<file path="src/hw/rtl/isqrt_pkg.sv">
// Shared types and constants for the integer square root block.
// Used by isqrt_ctrl, isqrt_dp and integer_square_root; no dependencies.
`timescale 1ns / 1ps
`default_nettype none

package isqrt_pkg;

  // Default radicand width and the fixed width of the root field.
  localparam int unsigned DefRadicandBits = 31;
  localparam int unsigned RootW           = 16;

  typedef enum logic [1:0] {
    ST_IDLE,
    ST_RUN,
    ST_HOLD
  } isqrt_state_e;

  // Commands from the controller to the datapath.
  typedef struct packed {
    logic load;       // capture a new radicand and start the iteration
    logic step;       // settle one root bit
    logic publish;    // write a root into the output register
    logic pub_step;   // publish the result of this cycle's step, not the stored one
  } isqrt_cmd_t;

endpackage

`default_nettype wire

</file>
<file path="src/hw/rtl/isqrt_ctrl.sv">
// Controller for the integer square root block: sequences one word through
// the bit iterations and manages the output register. Depends on isqrt_pkg.
`timescale 1ns / 1ps
`default_nettype none

module isqrt_ctrl #(
  parameter int unsigned ROOT_BITS = 16
) (
  input  wire logic                clk_i,
  input  wire logic                rst_ni,
  input  wire logic                in_valid_i,
  output logic                     in_stall_o,
  output logic                     out_valid_o,
  input  wire logic                out_stall_i,
  output isqrt_pkg::isqrt_cmd_t    cmd_o
);
  import isqrt_pkg::*;

  localparam int unsigned CntW = (ROOT_BITS > 1) ? $clog2(ROOT_BITS) : 1;
  localparam logic [CntW-1:0] CntLast = CntW'(ROOT_BITS - 1);

  isqrt_state_e    state_q, state_d;
  logic [CntW-1:0] cnt_q, cnt_d;
  logic            out_valid_q, out_valid_d;
  logic            out_free;

  // The output register can take a word when empty or when its word leaves now.
  assign out_free = !out_valid_q || !out_stall_i;

  always_comb begin
    state_d = state_q;
    cnt_d   = cnt_q;
    case (state_q)
      ST_IDLE: begin
        if (in_valid_i) begin
          state_d = ST_RUN;
          cnt_d   = CntLast;
        end
      end
      ST_RUN: begin
        if (cnt_q == '0) begin
          state_d = out_free ? ST_IDLE : ST_HOLD;
        end else begin
          cnt_d = cnt_q - 1'b1;
        end
      end
      ST_HOLD: begin
        if (out_free) begin
          state_d = ST_IDLE;
        end
      end
      default: begin
        state_d = ST_IDLE;
      end
    endcase
  end

  always_comb begin
    cmd_o      = '0;
    in_stall_o = 1'b1;
    case (state_q)
      ST_IDLE: begin
        in_stall_o = 1'b0;
        cmd_o.load = in_valid_i;
      end
      ST_RUN: begin
        cmd_o.step = 1'b1;
        if (cnt_q == '0 && out_free) begin
          cmd_o.publish  = 1'b1;
          cmd_o.pub_step = 1'b1;
        end
      end
      ST_HOLD: begin
        cmd_o.publish = out_free;
      end
      default: begin
        cmd_o = '0;
      end
    endcase
  end

  always_comb begin
    out_valid_d = out_valid_q;
    if (cmd_o.publish) begin
      out_valid_d = 1'b1;
    end else if (!out_stall_i) begin
      out_valid_d = 1'b0;
    end
  end

  assign out_valid_o = out_valid_q;

  always_ff @(posedge clk_i or negedge rst_ni) begin
    if (!rst_ni) begin
      state_q     <= ST_IDLE;
      cnt_q       <= '0;
      out_valid_q <= 1'b0;
    end else begin
      state_q     <= state_d;
      cnt_q       <= cnt_d;
      out_valid_q <= out_valid_d;
    end
  end

`ifndef ASSERT_OFF
  a_accept_starts_run: assert property (@(posedge clk_i) disable iff (!rst_ni)
    (in_valid_i && !in_stall_o) |=> (state_q == ST_RUN && cnt_q == CntLast))
    else $error("accepted word did not start the iteration");

  a_count_down: assert property (@(posedge clk_i) disable iff (!rst_ni)
    (state_q == ST_RUN && cnt_q != '0) |=>
      (state_q == ST_RUN && cnt_q == $past(cnt_q) - 1'b1))
    else $error("iteration counter skipped a step");

  a_no_overwrite: assert property (@(posedge clk_i) disable iff (!rst_ni)
    cmd_o.publish |-> (!out_valid_q || !out_stall_i))
    else $error("root published over a word still waiting");

  a_hold_needs_busy_out: assert property (@(posedge clk_i) disable iff (!rst_ni)
    (state_q == ST_HOLD) |-> out_valid_q)
    else $error("holding a root while the output register is empty");
`endif

endmodule

`default_nettype wire

</file>
<file path="src/hw/rtl/isqrt_dp.sv">
// Datapath for the integer square root block: remainder, partial root and
// place registers, one restoring step per cycle, output register. Uses isqrt_pkg.
`timescale 1ns / 1ps
`default_nettype none

module isqrt_dp #(
  parameter int unsigned RADICAND_BITS = 31
) (
  input  wire logic                       clk_i,
  input  wire logic [RADICAND_BITS-1:0]   radicand_i,
  input  wire isqrt_pkg::isqrt_cmd_t      cmd_i,
  output logic [isqrt_pkg::RootW-1:0]     root_o
);
  import isqrt_pkg::*;

  localparam int unsigned RootBits = (RADICAND_BITS + 1) / 2;
  localparam int unsigned W        = 2 * RootBits;

  logic [W-1:0]        rem_q, rem_d;
  logic [W-1:0]        acc_q, acc_d;
  logic [W-1:0]        place_q, place_d;
  logic [W-1:0]        trial;
  logic                take;
  logic [W-1:0]        acc_step;
  logic [W-1:0]        acc_pub;
  logic [RootW-1:0]    root_q, root_d;

  assign trial    = acc_q + place_q;
  assign take     = (rem_q >= trial);
  assign acc_step = take ? ((acc_q >> 1) + place_q) : (acc_q >> 1);

  always_comb begin
    rem_d   = rem_q;
    acc_d   = acc_q;
    place_d = place_q;
    if (cmd_i.load) begin
      rem_d   = W'(radicand_i);
      acc_d   = '0;
      place_d = W'(1) << (W - 2);
    end else if (cmd_i.step) begin
      rem_d   = take ? (rem_q - trial) : rem_q;
      acc_d   = acc_step;
      place_d = place_q >> 2;
    end
  end

  assign acc_pub = cmd_i.pub_step ? acc_step : acc_q;

  // The finished root fits in RootBits bits; saturate it into the field.
  generate
    if (RootBits > RootW) begin : g_sat
      always_comb begin
        if (|acc_pub[RootBits-1:RootW]) begin
          root_d = '1;
        end else begin
          root_d = acc_pub[RootW-1:0];
        end
      end
    end else begin : g_ext
      always_comb begin
        root_d = RootW'(acc_pub[RootBits-1:0]);
      end
    end
  endgenerate

  always_ff @(posedge clk_i) begin
    rem_q   <= rem_d;
    acc_q   <= acc_d;
    place_q <= place_d;
    if (cmd_i.publish) begin
      root_q <= root_d;
    end
  end

  assign root_o = root_q;

endmodule

`default_nettype wire

</file>
<file path="src/hw/rtl/integer_square_root.sv">
// Top level of the integer square root block: joins controller and datapath.
// Depends on isqrt_pkg, isqrt_ctrl and isqrt_dp.
//
// Usage:
// The input channel carries one radicand word per transfer (in_valid_i,
// in_stall_o, radicand_i); the output channel returns one root word, the
// floor of the square root, per radicand (out_valid_o, out_stall_i, root_o).
// A word moves at a rising edge where valid is high and stall is low.
// The root is found by the restoring digit-by-digit method, one root bit per
// cycle through a single add, compare and subtract stage; there are
// R = (RADICAND_BITS + 1) / 2 root bits (16 for the default 31-bit radicand).
// One word is worked on at a time, so the input takes no new word until the
// iteration of the last one is through and the block is idle again. The
// output register holds a finished root while the receiver stalls, and the
// next radicand may be accepted and iterated meanwhile; if that next root is
// done before the waiting one leaves, the block holds it and keeps stalling
// the input until the output register frees. Roots above 16 bits, possible
// only for radicands wider than 32 bits, saturate at all ones. Reset clears
// the controller and the output valid; no result is pending after reset.
`timescale 1ns / 1ps
`default_nettype none

module integer_square_root #(
  parameter int unsigned RADICAND_BITS = isqrt_pkg::DefRadicandBits
) (
  input  wire logic                      clk_i,
  input  wire logic                      rst_ni,
  input  wire logic                      in_valid_i,
  output logic                           in_stall_o,
  input  wire logic [RADICAND_BITS-1:0]  radicand_i,
  output logic                           out_valid_o,
  input  wire logic                      out_stall_i,
  output logic [isqrt_pkg::RootW-1:0]    root_o
);
  import isqrt_pkg::*;

  // Number of root bits, which is also the number of iteration steps.
  localparam int unsigned RootBits = (RADICAND_BITS + 1) / 2;

  isqrt_cmd_t cmd;

  // The controller owns sequencing and the output valid flag.
  isqrt_ctrl #(
    .ROOT_BITS (RootBits)
  ) u_ctrl (
    .clk_i       (clk_i),
    .rst_ni      (rst_ni),
    .in_valid_i  (in_valid_i),
    .in_stall_o  (in_stall_o),
    .out_valid_o (out_valid_o),
    .out_stall_i (out_stall_i),
    .cmd_o       (cmd)
  );

  // The datapath holds the remainder, partial root and output register.
  isqrt_dp #(
    .RADICAND_BITS (RADICAND_BITS)
  ) u_dp (
    .clk_i      (clk_i),
    .radicand_i (radicand_i),
    .cmd_i      (cmd),
    .root_o     (root_o)
  );

endmodule

`default_nettype wire

</file>
<file path="config.mk">
export PLATFORM = sky130hd
export DESIGN_NAME = integer_square_root
export DESIGN_NICKNAME = d
export VERILOG_FILES = /design/src/hw/rtl/isqrt_pkg.sv /design/src/hw/rtl/isqrt_ctrl.sv /design/src/hw/rtl/isqrt_dp.sv /design/src/hw/rtl/integer_square_root.sv
export SDC_FILE = /design/constraint.sdc
export NUM_CORES = 1
export LEC_CHECK = 0
export BUFFER_PORTS_ARGS = -buffer_cell sky130_fd_sc_hd__buf_2
export CAP_MARGIN = 20
export CELL_PAD_IN_SITES_DETAIL_PLACEMENT = 0
export CELL_PAD_IN_SITES_GLOBAL_PLACEMENT = 1
export CORE_ASPECT_RATIO = 1.1
export CORE_MARGIN = 3
export CORE_UTILIZATION = 43
export CTS_CLUSTER_SIZE = 25
export DETAILED_ROUTE_END_ITERATION = 10
export MAX_ROUTING_LAYER = met4
export PLACE_DENSITY = 0.87
export SYNTH_ARGS = -nofsm -noshare
export SYNTH_HDL_FRONTEND = slang
export SYNTH_SLANG_ARGS = --single-unit
</file>
<file path="constraint.sdc">
create_clock -name clk_i -period 6 [get_ports clk_i]
set_clock_uncertainty 0.2 [all_clocks]
set_input_delay 0.6 -clock clk_i [delete_from_list [all_inputs] [get_ports clk_i]]
set_output_delay 0.6 -clock clk_i [all_outputs]
set_load 0.05 [all_outputs]
</file>
* Word level (Yosys, flattened, before mapping)
Index checks and enable logic that the tools add are counted.
** Word-level totals
- Word-level logic and storage cells :: 54
- Bits in registers :: 103
** Operators by class
- Equality and inequality tests :: 7
- Mux-type cells :: 21
- $lt $le $gt $ge :: 1
- $add $sub $neg :: 4
- Reduce and logical (&&, ||, !) cells :: 13
** Operators by type and width (number)
- $mux W31 :: 3
- $add A31 B31 Y32 :: 1
- $add A32 B31 Y32 :: 1
- $ge A32 B32 Y1 :: 1
- $mux W32 :: 1
- $sub A32 B32 Y32 :: 1
- $mux W16 :: 1
- $mux W2 :: 5
- $mux W4 :: 2
- $pmux W4 S2 :: 1
- $mux W1 :: 6
- $ne A2 B1 Y1 const B :: 3
- $pmux W2 S3 :: 1
- $reduce_and A3 Y1 :: 2
- $reduce_bool A2 Y1 :: 3
- $logic_not A4 Y1 :: 1
- $ne A2 B2 Y1 const B :: 2
- $reduce_and A2 Y1 :: 2
- $sub A4 B1 Y4 const B :: 1
- $eq A2 B1 Y1 const B :: 1
- $eq A2 B2 Y1 const B :: 1
- $logic_not A1 Y1 :: 2
- $logic_not A2 Y1 :: 1
- $pmux W1 S2 :: 1
- other kinds (2) :: 2

* Logic depth before layout (Yosys ltp)
- Depth after elaboration :: 6
- Mapped depth :: 22
- Mapped depth without buffers :: 19

* Modules after synthesis
Synthesis repeated with hierarchy kept, for this count alone.
** Second synthesis, totals
- Cell total of the unflattened synthesis :: 987
- Area, all modules :: 8524.4 sq um
** By module, submodules not included
- isqrt_dp :: cells an instance 929, instances 1, seq. area each 2392.3 sq um, area an instance 7981.4 sq um
- isqrt_ctrl :: cells an instance 58, instances 1, seq. area each 175.2 sq um, area an instance 543.0 sq um

* Least setup slack after synthesis
No wires, ideal clock.
- Path type :: reg2reg
- Start point :: reg u_dp.place_q[0]
- End point :: reg u_dp.rem_q[0] (enable)
- Path slack :: -493 ps
- Setup time :: 462 ps
- Arrival time :: 5831 ps
- Period minus slack after synthesis :: 6493 ps
- Path buffers :: 2
- Cell stages (with the launch flop) :: 21
- Cells stage by stage :: dfxtp_1 -> ha_1 -> ha_1 -> a21o_1 -> a31o_2 -> a31oi_1 -> o21bai_1 -> a31oi_1 -> nor2_1 -> o21ai_0 -> xor2_1 -> ha_1 -> and3_1 -> nor3b_1 -> nand4_1 -> nand2_1 -> a211o_1 -> a21oi_4 -> buf_4 -> buf_6 -> o21ai_0
** Between the ends
- Word-level cells in the longest chain between the ends :: 4
** RTL lines
- from (decl) :: RTL line isqrt_dp.sv:21 : logic [W-1:0] place_q, place_d;
- from (signal assigned) :: RTL line isqrt_dp.sv:69 : place_q <= place_d;
- $add A32 B31 Y32 :: RTL line isqrt_dp.sv:28 : assign trial = acc_q + place_q;
- $ge A32 B32 Y1 :: RTL line isqrt_dp.sv:29 : assign take = (rem_q >= trial);
- $reduce_bool A2 Y1 (no source line)
- $reduce_and A2 Y1 (no source line)
- to (signal assigned) :: RTL line isqrt_dp.sv:67 : rem_q <= rem_d;
- to (decl) :: RTL line isqrt_dp.sv:19 : logic [W-1:0] rem_q, rem_d;
Every way passes these cells.
A chain may end at the register's enable or synchronous reset.

* Worst setup path after layout
- Start point :: reg u_dp.place_q[0]
- End point :: reg u_dp.root_q[12], in the netlist u_dp.root_o[12], data pin
** Between the ends
- Word-level cells in the longest chain between the ends :: 4
- Elaborated cells on any way between the ends :: 5
- Classes of those cells :: 2 x add/sub; 1 x order compare; 2 x mux
** RTL lines
- $add A32 B31 Y32 :: RTL line isqrt_dp.sv:28
- $ge A32 B32 Y1 :: RTL line isqrt_dp.sv:29
- $mux W32 * :: RTL line isqrt_dp.sv:30 : assign acc_step = take ? ((acc_q >> 1) + place_q) : (acc_q >> 1);
- $mux W16 * :: RTL line isqrt_dp.sv:47 : assign acc_pub = cmd_i.pub_step ? acc_step : acc_q;
- named net u_dp.acc_pub[12] :: RTL line isqrt_dp.sv:25 : logic [W-1:0] acc_pub;
- to (signal assigned) :: RTL line isqrt_dp.sv:71 : root_q <= root_d;
- to (decl) :: RTL line isqrt_dp.sv:26 : logic [RootW-1:0] root_q, root_d;
The timed path passes the listed nets; every way through them passes the cells marked *.

==> impl_metrics.csv <==
group,metric,value,unit
run_status,status,"completed",
cells_and_area,finalNonFillerCells,1228,
worst_hold_path,hold_class,"input port to flip-flop",
synth,syn_inst,953,
synth,syn_nets,1060,
clock_network,root_buffer,"clkbuf_16",
synth,yosys_warnings,0,
job,max_cap_violations,0,
grt,antenna_found_initial,0,
worst_setup_path,slowest_stage,"nor3b_1",
route,routedWlPerCell,16.2,microns
sta,min_period,5.39,ns
grt,track_usage,20.8,%
worst_setup_path,worstSetupStartpointType,"flip-flop",
synth,yosys_register_bits,103,
synth,synth-edff-count,47,
cells_and_area,nets,1092,
floorplanning,io-pin-count,53,
cells_and_area,syn_to_final_growth,9.31,%
synth,synth_flop_cell,"dfxtp_1",
route,wl_met2,8780,microns
route,wl,19900,microns
synth,yosysTopAreaCellShare,17.6,%
clock_network,insertion_delay,0.36,ns
grt,grt_pass1_vias,6606,
sta,period_share,89.9,%
placed_design,dp_hpwl,14600,microns
worst_setup_path,cpPeakStageDelay,0.46,ns
clock_network,cts.sinks,103,
grt,grt_pass1_wl,33400,microns
grt,grt_start_max_net_pins,48,
sta,setup_viol,0,
placed_design,numPortBuffers,52,
sta,maxSlewHeadroom,42.8,%
sta,rsz0062_at_grt,"no",
synth,syn_area_per_cell,8.43,sq um
route,dr.max_layer_used,"met4",
route,viasPerCell,5.77,
synth,syn_area,8030,sq um
synth,ys_top_cells_by_area,"edfxtp_1 18%, dfxtp_1 12%, ha_1 11%",
cells_and_area,multi_input_area,5180,sq um
sta,hold_violations,0,
worst_setup_path,crit_chain,"ha_1 -> ha_1 -> a21o_1 -> a31o_2 -> a31oi_1 -> o21bai_1 -> a31oi_1 -> nor2_1 -> o21ai_0 -> xor2_1 -> ha_1 -> and3_1 -> nor3b_1 -> nand4_1 -> nand2_1 -> a211o_1 -> a21o_1 -> buf_4 -> mux2i_1 -> o21ai_0",
worst_setup_path,crit_required,5.89,ns
route,drt-met1-wl,10200,microns
clock_network,numCtsBuffers,9,
pwr,ir_worst_vdd,353,uV
route,dr_wl_met3,680,microns
clock_network,cts_tree,"built",
cells_and_area,seq_area,2570,sq um
sta,tightest_slew,0.853,ns
route,drc_errors,0,
floorplanning,start_util,44.6,%
floorplanning,die_h,149,microns
worst_setup_path,crit_top_cell,"ha_1",
clock_network,cts_buffer_depth,2,
route,via_count,7088,
worst_setup_path,path_class,"flip-flop to flip-flop",
sta,setup_tns,0,ns
cells_and_area,final_layout_size_suffix_gt1_share,10.3,%
placed_design,place_congestion,0.876,
worst_setup_path,cp_max_fo,22,
floorplanning,rows,51,
floorplanning,die-area,20400,sq um
synth,async_reset_ff_share,6.80,%
sta,fmax,185,MHz
synth,ys_seq_area_share,32.0,%
worst_setup_path,regToRegSetupSlack,0.61,ns
clock_network,clkTransAtPathRegs,0.08,ns
synth,synthTopCellsByCount,"90 x o21ai_0, 88 x nor2_1, 80 x nand2_1",
worst_setup_path,end_kind,"flip-flop",
pwr,p_leak,0.00339,uW
clock_network,cts_max_level,3,
floorplanning,coreArea,18000,sq um
synth,yosys.cell_count.top_type,"o21ai_0",
pwr,p_per_area,673,nW/um^2
cells_and_area,num_antenna_cells,0,
worst_setup_path,arrival,5.29,ns
cells_and_area,fill_cells,1840,
synth,netlist.top_cell.by_area,"edfxtp_1",
sta,slew_viol_final,0,
sta,worst_hold_slack,0.299,ns
placed_design,dp_cells,1211,
route,dr.pass1.iters,5,
synth,synthDistinctLibCells,73,
floorplanning,chipWidth,136,microns
grt,grt_overflow,0,
route,drt-initial-drc-count,712,
route,ant_nets,0,
==> report_power, final <==
part           switching (uW)  internal (uW)  leakage, uW
registers                 279           1150     0.000927
logic                    2330           1560      0.00232
clock network             303            290     0.000140
total                    2910           3000      0.00339
==> sequential cells by signal, indices dropped and copies added (netlist names) <==
signal / cells
u_dp.rem_q: 32
u_ctrl.cnt_q: 4
u_ctrl.state_q: 2
u_ctrl.out_valid_o: 1
u_dp.acc_q: 32
u_dp.place_q: 16
u_dp.root_o: 16
==> critical path, delay by kind of cell (launching register included) <==
family          cells  cell delay [ns]
simple gates        5             1.13
mux                 1             0.30
compound gates      9             1.87
xor+xnor            1             0.11
buf+inv             1             0.32
flops               1             0.34
fa+ha+maj           3             0.84
==> worst paths after layout <==
| check | startpoint | to | depth (start not counted) |
|---|---|---|---|
| max in group asynchronous | rst_ni | u_ctrl.cnt_q[0] | 2 |
| worst min register to register | u_dp.rem_q[31] | u_dp.rem_q[31] | 2 |
| worst min-delay path | radicand_i[1] | u_dp.rem_q[1] | 3 |
| worst max register to register | u_dp.place_q[0] | u_dp.root_o[12] | 20 |
| min in group asynchronous | rst_ni | u_ctrl.cnt_q[2] | 2 |
| worst max-delay path | u_dp.place_q[0] | u_dp.root_o[12] | 20 |
==> stage by stage <==
step | area [sq um] | util [%] | total power (uW) | worst slack [ns]
floorplan | 8030 | - | 4470 | 0.349
global placement | 8490 | 47.2 | 5250 | 0.699
detailed placement | 8490 | 47.2 | 5270 | 0.671
CTS | 8780 | 48.8 | 5900 | 0.652
global route | 8780 | 48.8 | 6480 | 0.208
finish | 8780 | 48.8 | 5910 | 0.607
==> layer usage <==
metal,vias to the layer above,track usage (%)
met5,-,-
li1,3647,-
met1,3300,30.1
met3,17,2.26
met4,0,5.54
met2,124,31.0
==> area by class of cell <==
cell class              count  area share [%]
flip-flops and latches    103            29.2
multi-input cells         779            59.0
well taps                 238            3.39
inverters                  28            1.20
clock buffers              10            2.61
repair buffers             64            4.02
clock inverters             6           0.584
==> what timing repair did <==
action	in CTS	in global routing
resized for setup	0	0
hold buffers	1	0
setup buffers	0	0
endpoints found under the hold margin	7	0
==> kinds of logic (layout without fill, tap and decap cells) <==
| group | after synthesis | after routing | synth area share, % |
|---|---|---|---|
| AOI/OAI and AO/OA | 325 | 325 | 25.6 |
| and+or+nand+nor | 293 | 293 | 17.2 |
| DFF | 103 | 103 | 32.0 |
| adders and majority gates | 72 | 72 | 11.3 |
| buffers and inverters | 71 | 108 | 3.71 |
| xor gates and xnor gates | 59 | 59 | 6.43 |
| muxes | 30 | 30 | 3.80 |
==> cells in the final DEF, fill, tap and decap left out, types with 28 or more instances in the layout <==
master and instances:
o21ai_0 89, nor2_1 88, nand2_1 79, a21oi_1 76, ha_1 70, buf_2 52
dfxtp_1 49, edfxtp_1 47, a31oi_1 45, nand3_1 30, xor2_1 30, xnor2_1 29
inv_1 28
Power figures use the tool's default switching activity.
